$ cat config.mk
export PLATFORM = sky130hd
export DESIGN_NAME = tte_entry
export DESIGN_NICKNAME = d
export VERILOG_FILES = /design/src/rtl/tte_pkg.sv /design/src/rtl/tte_entry.sv
export SDC_FILE = /design/constraint.sdc
export NUM_CORES = 1
export LEC_CHECK = 0
export BUFFER_PORTS_ARGS = -buffer_cell sky130_fd_sc_hd__buf_2
export CAP_MARGIN = 20
export CORE_MARGIN = 2
export CORE_UTILIZATION = 48
export CTS_CLUSTER_SIZE = 14
export DETAILED_ROUTE_END_ITERATION = 6
export PLACE_DENSITY_LB_ADDON = 0.3
export SLEW_MARGIN = 20
export SYNTH_ARGS = -nofsm -noshare
export SYNTH_HDL_FRONTEND = slang
export SYNTH_SLANG_ARGS = --single-unit
$ cat constraint.sdc
create_clock -name clk -period 3.03 [get_ports clk]
set_input_delay 0.1515 -clock clk [delete_from_list [all_inputs] [get_ports clk]]
set_output_delay 0.1515 -clock clk [all_outputs]
set_load 0.02 [all_outputs]
$ cat src/rtl/tte_pkg.sv
// Shared constants, types and helpers for the thrust to set point block.
`default_nettype none

package tte_pkg;

  // Field and datapath widths
  localparam int THRUST_WIDTH = 16;
  localparam int COEF_WIDTH   = 32;
  localparam int X_W          = THRUST_WIDTH - 1;
  localparam int X_FRAC       = 11;
  localparam int ACC_FRAC     = 24;
  localparam int ACC_W        = 48;
  localparam int MAG_W        = ACC_W - 1;
  localparam int SUM_W        = ACC_W + 1;
  localparam int LO_W         = 24;
  localparam int HI_W         = MAG_W - LO_W;
  localparam int PROD_W       = MAG_W + X_W;
  localparam int PSH_W        = PROD_W - X_FRAC;
  localparam int T_W          = MAG_W - ACC_FRAC;
  localparam int SP_W         = 8;

  // Coefficient list and register map
  localparam int NUM_COEF     = 7;
  localparam int HORNER_STEPS = NUM_COEF - 1;
  localparam int COEF_IDX_W   = $clog2(NUM_COEF);
  localparam int CFG_IDX_W    = 4;

  typedef logic [CFG_IDX_W-1:0] cfg_idx_t;

  localparam cfg_idx_t REG_COEF_X6      = cfg_idx_t'(0);
  localparam cfg_idx_t REG_MIN_SETPOINT = cfg_idx_t'(NUM_COEF);

  localparam logic [MAG_W-1:0] ACC_MAG = '1;
  localparam logic [SP_W-1:0]  SP_MAX  = '1;
  localparam logic [SP_W-1:0]  MIN_SP_RESET = '0;

  // Coefficients from the sixth power down to the constant term, Q8.24
  localparam logic signed [COEF_WIDTH-1:0] COEF_RESET [NUM_COEF] = '{
    COEF_WIDTH'(14900),
    COEF_WIDTH'(-663388),
    COEF_WIDTH'(11254828),
    COEF_WIDTH'(-87431106),
    COEF_WIDTH'(273971937),
    COEF_WIDTH'(182099903),
    COEF_WIDTH'(51677181)
  };

  // Accumulator carried in sign/magnitude form between Horner steps
  typedef struct packed {
    logic             pos;   // thrust > 0
    logic [X_W-1:0]   x;     // thrust magnitude
    logic             neg;   // accumulator sign
    logic [MAG_W-1:0] mag;   // accumulator magnitude, saturated
  } tte_item_t;

  // Magnitude of a signed sum, saturated to the accumulator limit
  function automatic logic [MAG_W-1:0] sat_abs(input logic signed [SUM_W-1:0] v);
    logic [SUM_W-1:0] a;
    a = v[SUM_W-1] ? SUM_W'(-v) : SUM_W'(v);
    return (a > SUM_W'(ACC_MAG)) ? ACC_MAG : a[MAG_W-1:0];
  endfunction

endpackage

`default_nettype wire

$ cat src/rtl/tte_entry.sv
// Entry stage: thrust sign check and accumulator load from the top coefficient.
`default_nettype none

module tte_entry import tte_pkg::*; (
  input  wire logic                           clk,
  input  wire logic                           rst_n,
  input  wire logic                           in_vld,
  output logic                                in_rdy,
  input  wire logic signed [THRUST_WIDTH-1:0] thrust,
  input  wire logic signed [COEF_WIDTH-1:0]   coef,
  output logic                                out_vld,
  input  wire logic                           out_rdy,
  output tte_item_t                           out_item
);

  logic      vld_r;
  tte_item_t item_r;
  tte_item_t item_nxt;

  assign in_rdy   = !vld_r || out_rdy;
  assign out_vld  = vld_r;
  assign out_item = item_r;

  // Positive thrust check and sign/magnitude of the leading coefficient
  always_comb begin
    item_nxt.pos = !thrust[THRUST_WIDTH-1] && (thrust[X_W-1:0] != '0);
    item_nxt.x   = thrust[X_W-1:0];
    item_nxt.neg = coef[COEF_WIDTH-1];
    item_nxt.mag = sat_abs(SUM_W'(coef));
  end

  always_ff @(posedge clk) begin
    if (!rst_n) begin
      vld_r <= 1'b0;
    end else if (in_rdy) begin
      vld_r <= in_vld;
    end
  end

  always_ff @(posedge clk) begin
    if (in_rdy && in_vld) begin
      item_r <= item_nxt;
    end
  end

endmodule

`default_nettype wire

==> run_results.csv <==
group,metric,value,unit
outcome,outcome,"completed",
die,fp-row-count,27,
timing,finalSetupTns,0,ps
clock_tree,cts_setup_buffers,0,
logic_synthesis,synth_top_family_by_area,"compound AO/OA/AOI/OAI gates",
die,die_y,80.2,um
global_routing,grt_pass1_vias,1804,
clock_tree,path_clk_slew,70,ps
logic_synthesis,synthAdderAreaFrac,0.449,%
finish,fin_nets,365,
pwr,totalPowerFinal,1.98,mW
critical_path,critPathLaunch,"coef[15]",
drt,antenna_left,0,
placement,gp_congestion,0.776,
critical_path,setup.worst_path.end,"out_item[27]",
logic_synthesis,synth_xor_area_share,9.12,%
timing,clock_skew,6.89,ps
logic_synthesis,synth_top_area_share,69.0,%
critical_path,crit_arrival,1810,ps
drt,drt-wirelength-per-cell,14.2,um
critical_path,crit_path_max_fanout,13,
logic_synthesis,netlist.top_cell.by_area,"edfxtp_1",
die,io_pins,118,
logic_synthesis,synth_compound_area_share,9.61,%
die,core_area,0.00554,mm2
logic_synthesis,yosysMostFrequentCell,"edfxtp_1",
drt,drc,0,
drt,drt-total-wl,5.54,mm
logic_synthesis,avgSynthCellArea,16.1,um2
timing,min_period,1740,ps
timing,rsz0062_at_grt,"no",
critical_path,required,3100,ps
logic_synthesis,yosys_register_bits,65,
critical_path,critPathKind,"input port to register",
drt,vias,1903,
finish,drive_gt1_share,46.1,%
logic_synthesis,syn_inst,173,
timing,max_freq,575,MHz
finish,insertedDiodeCount,0,
critical_path,rr_endpoint,"out_item[52]",
clock_tree,ctsHtreeMaxLevel,3,
die,start_util,50.3,%
critical_path,startpoint_type,"input port",
logic_synthesis,synth-edff-count,64,
global_routing,grt_pass1_wl,8.54,mm
finish,nFillCells,437,
placement,place_area,0.00351,mm2
timing,slew_headroom,58.3,%
finish,final_util,66.5,%
clock_tree,cts_tree,"yes",
placement,portBuffers,117,
timing,worst_pin_slew,625,ps
die,die-area,0.00643,mm2
placement,dp.final_hpwl,4.15,mm
critical_path,worst_r2r_path_depth,3,
timing,slew_viol_final,0,
logic_synthesis,yosys.area_share.simple,9.61,%
global_routing,gr-usage-all-layers,17.9,%
timing,hold_viol,0,
clock_tree,cts-root-buf,"clkbuf_8",
timing,finalCritPeriodShare,57.4,%
hold_path,hold_class,"input port to register",
critical_path,r2r_slack,1540,ps
pwr,leakage,1.44,nW
pwr,vdd_ir_drop_max,261,uV
global_routing,grt_max_degree,48,
clock_tree,cts_buffer_depth,2,
logic_synthesis,yosysUniqueCellTypes,34,
clock_tree,ctsHoldBuffers,0,
logic_synthesis,synthArstFlopShare,0,%
die,die_w,80.2,um
drt,dr.pass1.iters,4,
logic_synthesis,synth_mux_area_share,0,%
critical_path,critPathCaptureType,"register",
global_routing,grt.overflow.total,0,
global_routing,antenna_found_initial,0,
clock_tree,cts_made_buffers,9,
finish,ff_latch_area,0.00194,mm2
logic_synthesis,ys_warn_count,0,
clock_tree,cts.repair.resized,0,
timing,setup-violations-final,0,
timing,hold_slack,25.0,ps
logic_synthesis,synthTopCellsByCount,"edfxtp_1, xnor2_1, nand2_1",
logic_synthesis,synth.yosys.seq_area_share,69.7,%
clock_tree,cts_num_sinks,65,
clock_tree,worstSkewPairLatency,320,ps
logic_synthesis,synth_ff_type,"edfxtp_1",
drt,detail_route.iter0.violations,52,
finish,multiInputGateArea,860,um2
finish,fin_area,0.00368,mm2
pwr,pwr_density_cell,539,mW/mm2
logic_synthesis,yosys-top-cells-area,"edfxtp_1, xnor2_1, o41ai_2",
flow_run,maxCapViolations,0,
critical_path,reg2reg_from,"out_vld",
finish,syn_to_final_growth,32.2,%
drt,vias_per_cell,4.89,
logic_synthesis,syn-cell-area,0.00279,mm2
## state kept, by name, summed over array words and instances, names as in the netlist
name,count
out_item,64
out_vld,1
## critical path: stages
cell and delay (ps):
buf_2 120, nor4_2 350, nand4_2 470, o41ai_1 600, xnor2_1 100
## layout make-up
class	instances	share of cell area, %
repair buffers	119	16.7
well taps	72	2.45
clock inverters	5	0.883
clock buffers	11	3.57
inverters	3	0.306
multi-input cells	114	23.3
flip-flops and latches	65	52.7
## cells in the final DEF, fill, tap and decap left out, drive strengths merged
cell,count
buf,118
nand4,3
clkinvlp,3
o31ai,9
inv,3
and2,1
clkbuf,11
clkinv,2
nor3b,1
nand2,10
o21ai,7
nor4,7
nor2,4
dfxtp,1
ha,1
nand2b,2
edfxtp,64
conb,15
nand3b,3
a41oi,1
xnor2,29
or4,3
nor3,5
a21boi,1
or3,2
dlygate4sd3,1
o41ai,10
## power breakdown
group | switching (mW) | internal, mW
clock | 0.313 | 0.294
combinational | 0.188 | 0.110
sequential | 0.0140 | 1.07
## how the worst min path moves through the flow
stage,from,end,slack [ps],cells after the start
after CTS,thrust[8],out_item[56],1,1
after global routing,thrust[6],out_item[54],4,1
after detailed placement,thrust[8],out_item[56],350,1
final,thrust[13],out_item[61],30,1
after floorplan,coef[31],out_item[47],250,0
after global placement,thrust[5],out_item[53],350,1
## per-layer routing
metal  share of wire (%)  vias up  global-route usage (%)  wire, um
li1                    -      944                       -         -
met1                  42      869                    20.9      2310
met2                  49       86                    30.6      2740
met3                 8.3        4                    6.18       462
met4                0.61        0                    6.10        34
met5                   0        -                       0         0
## cell families (layout without fill, tap and decap cells)
kind of cell | after synthesis | count (layout)
AOI/OAI and AO/OA | 28 | 28
other | 1 | 15
buffers and inverters | 8 | 138
and+or+nand+nor | 41 | 41
DFF | 65 | 65
adders and majority gates | 1 | 1
xor gates and xnor gates | 29 | 29
## stage by stage
stage | instances | setup WS, ps
after floorplan | 187 | 442
after global placement | 372 | 1080
after detailed placement | 372 | 1040
after CTS | 388 | 1330
after global routing | 389 | 1220
final | 389 | 1290
Power figures use the tool's default switching activity.
