<file path="config.mk">
export PLATFORM = sky130hd
export DESIGN_NAME = tte_finish_flat
export DESIGN_NICKNAME = d
export VERILOG_FILES = /design/src/rtl/tte_pkg.sv /design/src/rtl/tte_out_if.sv /design/src/rtl/tte_finish.sv /design/src/flat_wrapper.sv
export SDC_FILE = /design/constraint.sdc
export NUM_CORES = 1
export LEC_CHECK = 0
export BUFFER_PORTS_ARGS = -buffer_cell sky130_fd_sc_hd__buf_2
export CAP_MARGIN = 20
export CORE_MARGIN = 5
export CORE_UTILIZATION = 27
export CTS_CLUSTER_SIZE = 20
export DETAILED_ROUTE_END_ITERATION = 8
export GPL_ROUTABILITY_DRIVEN = 0
export PLACE_DENSITY = 0.77
export SETUP_SLACK_MARGIN = 0.15
export SLEW_MARGIN = 20
export SYNTH_ARGS = -nofsm -noshare
export SYNTH_HDL_FRONTEND = slang
export SYNTH_SLANG_ARGS = --single-unit
</file>
<file path="constraint.sdc">
create_clock -name clk -period 1.15 [get_ports clk]
set_input_delay 0 -clock clk [delete_from_list [all_inputs] [get_ports clk]]
set_output_delay 0 -clock clk [all_outputs]
set_load 0.02 [all_outputs]
</file>
<file path="src/rtl/tte_pkg.sv">
// Shared constants, types and helpers for the thrust to set point block.
`default_nettype none

package tte_pkg;

  // Field and datapath widths
  localparam int THRUST_WIDTH = 16;
  localparam int COEF_WIDTH   = 32;
  localparam int X_W          = THRUST_WIDTH - 1;
  localparam int X_FRAC       = 11;
  localparam int ACC_FRAC     = 24;
  localparam int ACC_W        = 48;
  localparam int MAG_W        = ACC_W - 1;
  localparam int SUM_W        = ACC_W + 1;
  localparam int LO_W         = 24;
  localparam int HI_W         = MAG_W - LO_W;
  localparam int PROD_W       = MAG_W + X_W;
  localparam int PSH_W        = PROD_W - X_FRAC;
  localparam int T_W          = MAG_W - ACC_FRAC;
  localparam int SP_W         = 8;

  // Coefficient list and register map
  localparam int NUM_COEF     = 7;
  localparam int HORNER_STEPS = NUM_COEF - 1;
  localparam int COEF_IDX_W   = $clog2(NUM_COEF);
  localparam int CFG_IDX_W    = 4;

  typedef logic [CFG_IDX_W-1:0] cfg_idx_t;

  localparam cfg_idx_t REG_COEF_X6      = cfg_idx_t'(0);
  localparam cfg_idx_t REG_MIN_SETPOINT = cfg_idx_t'(NUM_COEF);

  localparam logic [MAG_W-1:0] ACC_MAG = '1;
  localparam logic [SP_W-1:0]  SP_MAX  = '1;
  localparam logic [SP_W-1:0]  MIN_SP_RESET = '0;

  // Coefficients from the sixth power down to the constant term, Q8.24
  localparam logic signed [COEF_WIDTH-1:0] COEF_RESET [NUM_COEF] = '{
    COEF_WIDTH'(14900),
    COEF_WIDTH'(-663388),
    COEF_WIDTH'(11254828),
    COEF_WIDTH'(-87431106),
    COEF_WIDTH'(273971937),
    COEF_WIDTH'(182099903),
    COEF_WIDTH'(51677181)
  };

  // Accumulator carried in sign/magnitude form between Horner steps
  typedef struct packed {
    logic             pos;   // thrust > 0
    logic [X_W-1:0]   x;     // thrust magnitude
    logic             neg;   // accumulator sign
    logic [MAG_W-1:0] mag;   // accumulator magnitude, saturated
  } tte_item_t;

  // Magnitude of a signed sum, saturated to the accumulator limit
  function automatic logic [MAG_W-1:0] sat_abs(input logic signed [SUM_W-1:0] v);
    logic [SUM_W-1:0] a;
    a = v[SUM_W-1] ? SUM_W'(-v) : SUM_W'(v);
    return (a > SUM_W'(ACC_MAG)) ? ACC_MAG : a[MAG_W-1:0];
  endfunction

endpackage

`default_nettype wire

</file>
<file path="src/rtl/tte_out_if.sv">
// Result channel: set point and clamp flag per beat.
`default_nettype none

interface tte_out_if import tte_pkg::*; ();
  logic            valid;
  logic            ready;
  logic [SP_W-1:0] setpoint;
  logic            clamped;

  modport source (output valid, output setpoint, output clamped, input ready);
  modport sink   (input valid, input setpoint, input clamped, output ready);
endinterface

`default_nettype wire

</file>
<file path="src/rtl/tte_finish.sv">
// Output stage: truncate to integer, clamp to 0..255 and drive the result channel.
`default_nettype none

module tte_finish import tte_pkg::*; (
  input  wire logic            clk,
  input  wire logic            rst_n,
  input  wire logic            in_vld,
  output logic                 in_rdy,
  input  wire tte_item_t       in_item,
  input  wire logic [SP_W-1:0] min_setpoint,
  tte_out_if.source            out_bus
);

  logic            vld_r;
  logic [SP_W-1:0] setpoint_r, setpoint_nxt;
  logic            clamped_r, clamped_nxt;
  logic [T_W-1:0]  t_mag;

  assign in_rdy           = !vld_r || out_bus.ready;
  assign out_bus.valid    = vld_r;
  assign out_bus.setpoint = setpoint_r;
  assign out_bus.clamped  = clamped_r;

  // Integer part toward zero, then the range check
  always_comb begin
    t_mag = in_item.mag[MAG_W-1:ACC_FRAC];
    if (!in_item.pos) begin
      setpoint_nxt = min_setpoint;
      clamped_nxt  = 1'b0;
    end else if (in_item.neg) begin
      setpoint_nxt = '0;
      clamped_nxt  = (t_mag != '0);
    end else if (t_mag >= T_W'(SP_MAX)) begin
      setpoint_nxt = SP_MAX;
      clamped_nxt  = 1'b1;
    end else begin
      setpoint_nxt = t_mag[SP_W-1:0];
      clamped_nxt  = 1'b0;
    end
  end

  always_ff @(posedge clk) begin
    if (!rst_n) begin
      vld_r <= 1'b0;
    end else if (in_rdy) begin
      vld_r <= in_vld;
    end
  end

  always_ff @(posedge clk) begin
    if (in_rdy && in_vld) begin
      setpoint_r <= setpoint_nxt;
      clamped_r  <= clamped_nxt;
    end
  end

endmodule

`default_nettype wire
</file>
<file path="src/flat_wrapper.sv">
// flat-port wrapper written by rule: the top's interface ports become plain ports
module tte_finish_flat import tte_pkg::*;
  (clk, rst_n, in_vld, in_rdy, in_item, min_setpoint, out_bus_valid, out_bus_setpoint, out_bus_clamped, out_bus_ready);
  tte_out_if out_bus_i ();
  input  wire logic clk;
  input  wire logic rst_n;
  input  wire logic in_vld;
  output logic in_rdy;
  input  wire tte_item_t in_item;
  input  wire logic [SP_W-1:0] min_setpoint;
  output wire logic [$bits(out_bus_i.valid)-1:0] out_bus_valid;
  output wire logic [$bits(out_bus_i.setpoint)-1:0] out_bus_setpoint;
  output wire logic [$bits(out_bus_i.clamped)-1:0] out_bus_clamped;
  input wire logic [$bits(out_bus_i.ready)-1:0] out_bus_ready;
  assign out_bus_valid = out_bus_i.valid;
  assign out_bus_setpoint = out_bus_i.setpoint;
  assign out_bus_clamped = out_bus_i.clamped;
  assign out_bus_i.ready = out_bus_ready;
  tte_finish u_core (.clk(clk), .rst_n(rst_n), .in_vld(in_vld), .in_rdy(in_rdy), .in_item(in_item), .min_setpoint(min_setpoint), .out_bus(out_bus_i));
endmodule
</file>
==> flow_summary_export.csv <==
group,metric,value,unit
status,outcome,"complete, no violations",
global_route,antenna_found_initial,0,
cts,htree_levels,1,
synthesis,synth-seq-area-share,53.2,%
layout,num_antenna_cells,0,
cts,clkTransAtPathRegs,60,ps
power_and_ir_drop,finalPower,0.000882,W
placed_design,io_buffers,47,
cts,cts_buffer_depth,2,
sta,whs,43.8,ps
setup_path,ff2ff_path_depth,2,
detailed_routing,dr.pass1.iters,4,
global_route,grt_max_degree,11,
setup_path,crit_fanout,5,
setup_path,cp-end-kind,"register",
synthesis,netlist_instances,54,
synthesis,syn_area,546,um^2
cts,cts.sinks,10,
synthesis,syn_avg_cell_area,10.1,um^2
detailed_routing,remaining_drc_errors,0,
sta,max_freq,1100,MHz
setup_path,r2r_slack,260,ps
power_and_ir_drop,p_per_area,985,mW/mm^2
detailed_routing,initialDrtViolationCount,11,
sta,tightest_slew,346,ps
sta,fin_crit,908,ps
global_route,grt_pass1_vias,618,
synthesis,synth_area_leaders,"edfxtp_1 50%, o22ai_1 9.2%, nor4_2 6.9%, inv_1 6.2%, nor2_1 5.5%",
sta,clock_skew,0.560,ps
min_path,hold_end,"u_core.out_bus.valid$_SDFFE_PN0N_",
detailed_routing,routed_wl,1640,um
sta,timing.final.crit_share,78.9,%
synthesis,syn_nets,130,
detailed_routing,wl_per_cell,12.3,um
synthesis,yosysTopAreaCell,"edfxtp_1",
synthesis,synth_cell_type_count,19,
floorplanning,placementRows,16,
setup_path,cp.arrival,900,ps
global_route,grt_pass1_wl,2480,um
min_path,hold-path-cell-count,3,
sta,grt_setup_unrepaired,"false",
sta,setup_violations,0,
floorplanning,core-area,0.00194,mm^2
synthesis,ys_ff_latch,10,
floorplanning,fp.dieH,55.0,um
layout,post-route-util,46.1,%
power_and_ir_drop,p_leak,0.427,nW
synthesis,synth_top_cell_area_share,49.5,%
floorplanning,initial_core_util,28.1,%
global_route,gr-usage-all-layers,11.7,%
floorplanning,io_pins,87,
cts,root_buffer,"clkbuf_4",
min_path,hp-start,"out_bus_ready",
setup_path,cp-start-kind,"input port",
detailed_routing,via_per_inst,4.54,
setup_path,r2r_start,"u_core.out_bus.valid$_SDFFE_PN0N_",
layout,final_nets,183,
floorplanning,die-area,0.00302,mm^2
job,cap_violations,0,
detailed_routing,ant_nets,0,
layout,area_growth_syn_to_layout,64.2,%
sta,final_max_slew_viol_count,0,
cts,postCtsSetupBuffers,0,
placed_design,dp_hpwl,1280,um
cts,insertion_delay,260,ps
cts,cts_tree,"done",
setup_path,worstSetupPathType,"input port to register",
detailed_routing,via_count,604,
min_path,hold_class,"input port to register",
synthesis,ys_warn_count,0,
sta,slew_headroom,76.7,%
setup_path,timing.rr.end,"u_core.out_bus.setpoint[2]$_DFFE_PP_",
layout,n_fill_cell,191,
sta,hold_violations,0,
global_route,grt_overflow,0,
floorplanning,die_x,55.0,um
sta,tns,0,ps
setup_path,cp.required,1140,ps
power_and_ir_drop,vdd_ir_drop_max,0.411,mV
cts,cts_buffers,3,
layout,drive_above_1_share,53.8,%
state kept, by name, summed over array words and instances (netlist names):
signal	cells
u_core.out_bus.clamped	1
u_core.out_bus.setpoint	8
u_core.out_bus.valid	1
critical path, stage by stage:
cell and delay (ps):
buf_2 110, nor4_4 320, nand4_2 200, nor2_1 170, o22ai_1 90
routing by layer:
layer,up-vias,part of all wire [%],track usage [%]
li1,307,-,-
met1,258,40,14.5
met2,37,48,17.5
met3,2,11,3.49
met4,0,1.2,7.29
met5,-,0,0
worst max-delay path by stage:
stage                                                 start                              endpoint  cells after the start
after detailed placement                        in_item[43]  u_core.out_bus.setpoint[0]$_DFFE_PP_                      5
final                                           in_item[33]  u_core.out_bus.setpoint[0]$_DFFE_PP_                      5
after global routing                            in_item[37]  u_core.out_bus.setpoint[5]$_DFFE_PP_                      5
after floorplan           u_core.out_bus.valid$_SDFFE_PN0N_  u_core.out_bus.clamped$_SDFFCE_PN0P_                      2
after CTS                                       in_item[43]  u_core.out_bus.setpoint[0]$_DFFE_PP_                      5
after global placement                          in_item[33]  u_core.out_bus.setpoint[6]$_DFFE_PP_                      5
logic make-up (layout without fill, tap and decap cells):
| kind of cell | Yosys count | count (layout) | synth area share [%] |
|---|---|---|---|
| flip-flops | 10 | 10 | 53.2 |
| buffers and inverters | 11 | 62 | 7.80 |
| AO/OA/AOI/OAI | 11 | 11 | 12.8 |
| AND/OR/NAND/NOR | 22 | 23 | 26.1 |
synth_stat cells (all sizes together):
library cell / count
and2: 1
buf: 1
clkbuf: 1
o22ai: 8
nand4b: 1
nor2: 8
nand4: 3
inv: 9
dfxtp: 1
a21boi: 1
nor2b: 1
o21bai: 1
edfxtp: 9
nor3: 2
nor4: 4
nand2b: 2
a21oi: 1
power by group:
group / leakage (nW) / switching (W) / internal (W)
logic: 0.316 / 0.000112 / 0.0000932
clock network: 0.0150 / 0.000109 / 0.000134
registers: 0.0966 / 0.00000677 / 0.000427
final cells by class:
cell class,count,area [um^2],area share [%]
well taps,27,33.8,3.77
clock buffers,4,26.3,2.93
inverters,9,33.8,3.77
multi-input cells,34,255,28.5
flip-flops and latches,10,292,32.5
repair buffers,49,255,28.5
through the flow:
stage / instance area (um^2) / setup slack, ps / cells
floorplan: 557 / 189 / 54
global placement: 817 / 5.23 / 126
detailed placement: 817 / -45.9 / 126
CTS: 863 / 231 / 132
global route: 896 / 183 / 133
finish: 896 / 242 / 133
what timing repair did:
action	4_1_cts	5_1_grt
hold buffers	2	0
endpoints found under the setup margin	0	1
resized for setup	0	3
endpoints found under the hold margin	1	0
cells in the final DEF, fill, tap and decap left out:
cell           instances
o21bai_1               1
nand4_2                1
nor2_1                 8
nor2b_1                1
edfxtp_1               9
nand2b_4               1
nand2b_1               1
dfxtp_2                1
clkbuf_1               1
nand4_1                3
nor3_1                 2
inv_1                  9
nor4_4                 3
and2_4                 1
o22ai_1                8
clkbuf_4               3
a21oi_1                1
a21boi_0               1
dlygate4sd3_1          2
buf_2                 47
nand4b_1               1
nor4_1                 1
(Power assumes the default switching activity.)
