**config.mk**
```make
export PLATFORM = sky130hd
export DESIGN_NAME = tte_horner_step
export DESIGN_NICKNAME = d
export VERILOG_FILES = /design/src/rtl/tte_pkg.sv /design/src/rtl/tte_horner_step.sv
export SDC_FILE = /design/constraint.sdc
export NUM_CORES = 2
export LEC_CHECK = 0
export ABC_CLOCK_PERIOD_IN_PS = 10450
export BUFFER_PORTS_ARGS = -buffer_cell sky130_fd_sc_hd__buf_2
export CORE_MARGIN = 4
export CORE_UTILIZATION = 50
export DETAILED_ROUTE_END_ITERATION = 6
export HOLD_SLACK_MARGIN = 0.06
export PLACE_DENSITY = 0.67
export SETUP_SLACK_MARGIN = 0.5
export SYNTH_ARGS = -nofsm -noshare
export SYNTH_HDL_FRONTEND = slang
export SYNTH_SLANG_ARGS = --single-unit
export TNS_END_PERCENT = 5
```
**constraint.sdc**
```tcl
create_clock -name clk -period 10.45 [get_ports clk]
set_input_delay 2.09 -clock clk [delete_from_list [all_inputs] [get_ports clk]]
set_output_delay 2.09 -clock clk [all_outputs]
set_load 0.02 [all_outputs]
```
**src/rtl/tte_pkg.sv**
```systemverilog
// Shared constants, types and helpers for the thrust to set point block.
`default_nettype none

package tte_pkg;

  // Field and datapath widths
  localparam int THRUST_WIDTH = 16;
  localparam int COEF_WIDTH   = 32;
  localparam int X_W          = THRUST_WIDTH - 1;
  localparam int X_FRAC       = 11;
  localparam int ACC_FRAC     = 24;
  localparam int ACC_W        = 48;
  localparam int MAG_W        = ACC_W - 1;
  localparam int SUM_W        = ACC_W + 1;
  localparam int LO_W         = 24;
  localparam int HI_W         = MAG_W - LO_W;
  localparam int PROD_W       = MAG_W + X_W;
  localparam int PSH_W        = PROD_W - X_FRAC;
  localparam int T_W          = MAG_W - ACC_FRAC;
  localparam int SP_W         = 8;

  // Coefficient list and register map
  localparam int NUM_COEF     = 7;
  localparam int HORNER_STEPS = NUM_COEF - 1;
  localparam int COEF_IDX_W   = $clog2(NUM_COEF);
  localparam int CFG_IDX_W    = 4;

  typedef logic [CFG_IDX_W-1:0] cfg_idx_t;

  localparam cfg_idx_t REG_COEF_X6      = cfg_idx_t'(0);
  localparam cfg_idx_t REG_MIN_SETPOINT = cfg_idx_t'(NUM_COEF);

  localparam logic [MAG_W-1:0] ACC_MAG = '1;
  localparam logic [SP_W-1:0]  SP_MAX  = '1;
  localparam logic [SP_W-1:0]  MIN_SP_RESET = '0;

  // Coefficients from the sixth power down to the constant term, Q8.24
  localparam logic signed [COEF_WIDTH-1:0] COEF_RESET [NUM_COEF] = '{
    COEF_WIDTH'(14900),
    COEF_WIDTH'(-663388),
    COEF_WIDTH'(11254828),
    COEF_WIDTH'(-87431106),
    COEF_WIDTH'(273971937),
    COEF_WIDTH'(182099903),
    COEF_WIDTH'(51677181)
  };

  // Accumulator carried in sign/magnitude form between Horner steps
  typedef struct packed {
    logic             pos;   // thrust > 0
    logic [X_W-1:0]   x;     // thrust magnitude
    logic             neg;   // accumulator sign
    logic [MAG_W-1:0] mag;   // accumulator magnitude, saturated
  } tte_item_t;

  // Magnitude of a signed sum, saturated to the accumulator limit
  function automatic logic [MAG_W-1:0] sat_abs(input logic signed [SUM_W-1:0] v);
    logic [SUM_W-1:0] a;
    a = v[SUM_W-1] ? SUM_W'(-v) : SUM_W'(v);
    return (a > SUM_W'(ACC_MAG)) ? ACC_MAG : a[MAG_W-1:0];
  endfunction

endpackage

`default_nettype wire

```
**src/rtl/tte_horner_step.sv**
```systemverilog
// One Horner step in three stages: split multiply, combine and add, saturate.
`default_nettype none

module tte_horner_step import tte_pkg::*; (
  input  wire logic                         clk,
  input  wire logic                         rst_n,
  input  wire logic                         in_vld,
  output logic                              in_rdy,
  input  wire tte_item_t                    in_item,
  input  wire logic signed [COEF_WIDTH-1:0] coef,
  output logic                              out_vld,
  input  wire logic                         out_rdy,
  output tte_item_t                         out_item
);

  localparam int PL_W = LO_W + X_W;
  localparam int PH_W = HI_W + X_W;

  logic s1_vld_r, s2_vld_r, s3_vld_r;
  logic s1_rdy, s2_rdy, s3_rdy;

  tte_item_t          s1_item_r, s2_item_r, s3_item_r, s3_item_nxt;
  logic [PL_W-1:0]    pp_lo_r, pp_lo_nxt;
  logic [PH_W-1:0]    pp_hi_r, pp_hi_nxt;
  logic [PROD_W-1:0]  prod;
  logic [PSH_W-1:0]   p_raw;
  logic [MAG_W-1:0]   p_sat;
  logic signed [SUM_W-1:0] p_ext, coef_ext, sum_r, sum_nxt;

  // Per-stage ready: a stage moves when empty or when its successor moves
  assign s3_rdy  = !s3_vld_r || out_rdy;
  assign s2_rdy  = !s2_vld_r || s3_rdy;
  assign s1_rdy  = !s1_vld_r || s2_rdy;
  assign in_rdy  = s1_rdy;
  assign out_vld = s3_vld_r;
  assign out_item = s3_item_r;

  // Stage 1: magnitude split in two halves, each times x
  always_comb begin
    pp_lo_nxt = PL_W'(in_item.mag[LO_W-1:0]) * PL_W'(in_item.x);
    pp_hi_nxt = PH_W'(in_item.mag[MAG_W-1:LO_W]) * PH_W'(in_item.x);
  end

  // Stage 2: full product, drop fraction bits, saturate, signed add of coefficient
  always_comb begin
    prod     = (PROD_W'(pp_hi_r) << LO_W) + PROD_W'(pp_lo_r);
    p_raw    = prod[PROD_W-1:X_FRAC];
    p_sat    = (p_raw > PSH_W'(ACC_MAG)) ? ACC_MAG : p_raw[MAG_W-1:0];
    p_ext    = SUM_W'(p_sat);
    coef_ext = SUM_W'(coef);
    sum_nxt  = s1_item_r.neg ? (coef_ext - p_ext) : (coef_ext + p_ext);
  end

  // Stage 3: back to sign/magnitude with the accumulator clamp
  always_comb begin
    s3_item_nxt     = s2_item_r;
    s3_item_nxt.neg = sum_r[SUM_W-1];
    s3_item_nxt.mag = sat_abs(sum_r);
  end

  always_ff @(posedge clk) begin
    if (!rst_n) begin
      s1_vld_r <= 1'b0;
      s2_vld_r <= 1'b0;
      s3_vld_r <= 1'b0;
    end else begin
      if (s1_rdy) s1_vld_r <= in_vld;
      if (s2_rdy) s2_vld_r <= s1_vld_r;
      if (s3_rdy) s3_vld_r <= s2_vld_r;
    end
  end

  always_ff @(posedge clk) begin
    if (s1_rdy && in_vld) begin
      s1_item_r <= in_item;
      pp_lo_r   <= pp_lo_nxt;
      pp_hi_r   <= pp_hi_nxt;
    end
    if (s2_rdy && s1_vld_r) begin
      s2_item_r <= s1_item_r;
      sum_r     <= sum_nxt;
    end
    if (s3_rdy && s2_vld_r) begin
      s3_item_r <= s3_item_nxt;
    end
  end

endmodule

`default_nettype wire

```
==> Implementation_results.wiki <==
{| class="wikitable"
! Metric !! Value
|-
| Result of the run || finished, final reports clean
|-
| Number of buffers added by the clock tree synthesis step || 24
|-
| Initial antenna violation count || 8
|-
| Cell type with the largest total area after synthesis || fa_1
|-
| Height of the die || about 270 um
|-
| Total count of max-transition violations in the final report || 0
|-
| Global-route wire length before repair || around 130000 um
|-
| Ports || approximately 170
|-
| Critical path capture point type || flop
|-
| Vias after detailed routing || 25.06k
|-
| Die extent in x || approximately 270 um
|-
| Number of gates given a new drive strength after cts || 0
|-
| Headroom to the max-slew limit || 0.3410
|-
| Final count of hold timing violations || 0
|-
| Buffers inserted by post-CTS timing repair || 0
|-
| Post-synthesis cell area || between 30000 and 40000 um2
|-
| Pin slew with the least headroom to its limit || 984.8 ps
|-
| Fraction of layout instances using a drive strength above 1 || 0.07125
|-
| DR pass1 iterations || 5
|-
| CTS root buffer || clkbuf_16
|-
| Count of buffers from port buffering || around 170
|-
| Starting utilization of the core area || 0.5036
|-
| Final Critical Period || 8814 ps
|-
| Syn Inst Count || between 3k and 4k
|-
| Number of global-route vias before repair || between 20k and 30k
|-
| Area share of the largest cell type after synthesis || 0.3228
|-
| Layout Cells excl Fill || about 4.6k
|-
| Largest net degree at the start of global routing || 72
|-
| Number of violations reported at the end of detailed-routing iteration 0 || roughly 1.5k
|-
| Family of cells with the greatest summed delay on the critical path || simple AND/OR/NAND/NOR gates
|-
| Mean post-synth cell area || 9.485 um2
|-
| Buffers plus inverters on the worst setup path || 1
|-
| Crit Path Max Fanout || 49
|-
| Number of synthesized register bits || 215
|-
| Commonest register cell after synthesis || edfxtp_1
|-
| Share of the yosys chip area belonging to registers || 0.1864
|-
| Floorplan die area || 73220 um2
|-
| Arrival @ worst endpoint || slightly above 9000 ps
|-
| Final setup viols || 0
|-
| Warnings from Yosys || 0
|-
| Cell Count Post-Placement || 4533
|-
| Final WL || ~82000 um
|-
| Number of rows created at floorplan || 96
|-
| Sinks on the clock net || 215
|-
| Core area || roughly 68000 um2
|-
| Final GP Congestion || roughly 0.86
|-
| Commonest cells post-synth || 556 x fa_1, 531 x nand2_1, 509 x inv_1
|-
| Net count of the mapped netlist || 4558
|-
| Biggest area contributors in the synthesized netlist || fa_1 32%, edfxtp_1 18%, ha_1 9.7%
|-
| DRC violations left || 0
|-
| Slowest stage cell, crit path || or4_1
|-
| Cell with the most instances after synthesis || fa_1
|-
| Clock Latency Late Sink || about 540 ps
|-
| Register clock-pin slew on the reported worst setup and hold paths || 60 ps
|-
| Final cycle utilization of the critical path || 0.8435
|-
| Number of hold buffers added after CTS || 0
|-
| Number of vias per cell || between 5 and 6
|-
| Average detailed-routed wire length per instance || 17.87 um
|-
| Startpoint-to-endpoint class of the critical path || flop to flop
|-
| GRT Total Usage || 0.2243
|-
| CP max stage delay || between 500 and 600 ps
|-
| Required arrival time at the worst endpoint || between 10000 and 15000 ps
|-
| Number of synthesized flops with an enable pin || around 210
|-
| H-Tree Depth || 1
|-
| Synthesis-to-layout area growth || 6.394%
|-
| Category of the worst setup path launch point || flop
|-
| Share of flip-flops with an asynchronous set or reset || 0
|-
| Post-synthesis cell type count || 82
|-
| Total global routing overflow || 0
|-
| CTS Buffer Depth || 3
|-
| Fmax achieved || between 100 and 150 MHz
|-
| Max-cap viol count || 0
|-
| RSZ-0062 raised after global routing || no
|-
| TritonCTS clock tree || done
|-
| Worst hold path type || flop to flop
|-
| Cell occurring most often along the worst timing path || ha_1
|-
| Final #Nets || around 4.6k
|-
| Number of antenna-violating nets in the routed design || 0
|-
| Clock tree skew after final layout || 14.27 ps
|-
| Final HPWL DP || approximately 64000 um
|-
| Accumulated negative setup slack || 0 ps
|}
[cell usage in the layout (no fill, tap or decap), types with 15 or more instances in the layout]
master / Yosys / layout
or3_1: 20 / 20
o21a_1: 41 / 41
a31oi_1: 22 / 21
a21oi_1: 132 / 132
fa_1: 556 / 556
nand4_1: 21 / 21
o31ai_1: 19 / 19
xnor2_1: 86 / 86
nand2_1: 531 / 531
nand3_1: 43 / 43
and4_1: 18 / 18
buf_2: 5 / 165
inv_1: 509 / 509
o22ai_1: 23 / 23
nor3_1: 46 / 46
nand2b_1: 21 / 21
o211ai_1: 15 / 15
clkbuf_16: 0 / 25
buf_4: 6 / 23
and3_1: 16 / 16
xor2_1: 83 / 83
a21o_1: 55 / 55
ha_1: 267 / 267
edfxtp_1: 212 / 212
and2_1: 325 / 325
nor2_1: 132 / 132
a211oi_1: 15 / 15
o21ai_0: 82 / 82
[worst register-to-register path, delay by kind of cell (launching register included)]
family / cells / cell delay (ps)
XOR/XNOR: 2 / 530
adder cells (fa/ha/maj): 3 / 1050
buffers and inverters: 1 / 270
AND/OR/NAND/NOR: 13 / 3650
flip-flops: 1 / 500
AO/OA/AOI/OAI: 9 / 2560
[metrics by stage]
| stage | utilization | hold WS (ps) | setup slack (ps) | cell area, um2 |
|---|---|---|---|---|
| after detailed placement | 0.5248 | 404.5 | 1378 | 35930 |
| after floorplan | - | 400.3 | 2190 | 34480 |
| final | 0.5358 | 412.9 | 1636 | 36680 |
| after CTS | 0.5357 | 413.2 | 1645 | 36680 |
| after global placement | 0.5248 | 401.5 | 1546 | 35930 |
| after global routing | 0.5358 | 422.4 | 1008 | 36680 |
[cell type report]
cell class                      count  area [um2]
Clock inverter                     12       111.4
Inverter                          509        1911
Multi-Input combinational cell   2738       25470
Clock buffer                       28       636.9
Tap cell                          882        1104
Antenna cell                        2       5.005
Timing Repair Buffer              189        1018
Sequential cell                   215        6426
Fill cell                        6189       31780
[cell families (layout without fill, tap and decap cells)]
| logic type | after synthesis | in the layout | share of synthesized area |
|---|---|---|---|
| compound gates | 493 | 493 | 0.09315 |
| xor+xnor | 170 | 170 | 0.04362 |
| fa+ha+maj | 823 | 823 | 0.4197 |
| buf+inv | 682 | 738 | 0.07617 |
| flops | 215 | 215 | 0.1864 |
| mux | 11 | 11 | 0.003230 |
| other cells | 0 | 2 | 0 |
| simple gates | 1241 | 1241 | 0.1777 |
[metal layers]
metal  track usage  vias up  share of wire
met2        0.3544      721           0.45
met3       0.04603      115          0.074
met1        0.3210    12352           0.45
met5             0        -        0.00070
met4       0.05310        8          0.022
li1              -    11860              -
[registers in the layout, indices dropped and copies added, names as in the netlist]
| signal | flops |
|---|---|
| out_item | 64 |
| sum_r | 49 |
| pp_hi_r | 38 |
| pp_lo_r | 28 |
| s1_item_r | 17 |
| s2_item_r | 16 |
| out_vld | 1 |
| s1_vld_r | 1 |
| s2_vld_r | 1 |
[final timing paths]
path	startpoint	slack (ps)	depth (start not counted)	to
worst min-delay path	s2_item_r[62]	410	0	out_item[62]
worst min register to register	s2_item_r[62]	410	0	out_item[62]
worst max-delay path	pp_lo_r[37]	1640	28	sum_r[48]
worst max register to register	pp_lo_r[37]	1640	28	sum_r[48]
Power is not shown: default switching activity piles up to over one toggle a cycle in this logic, so the estimate is an artifact.
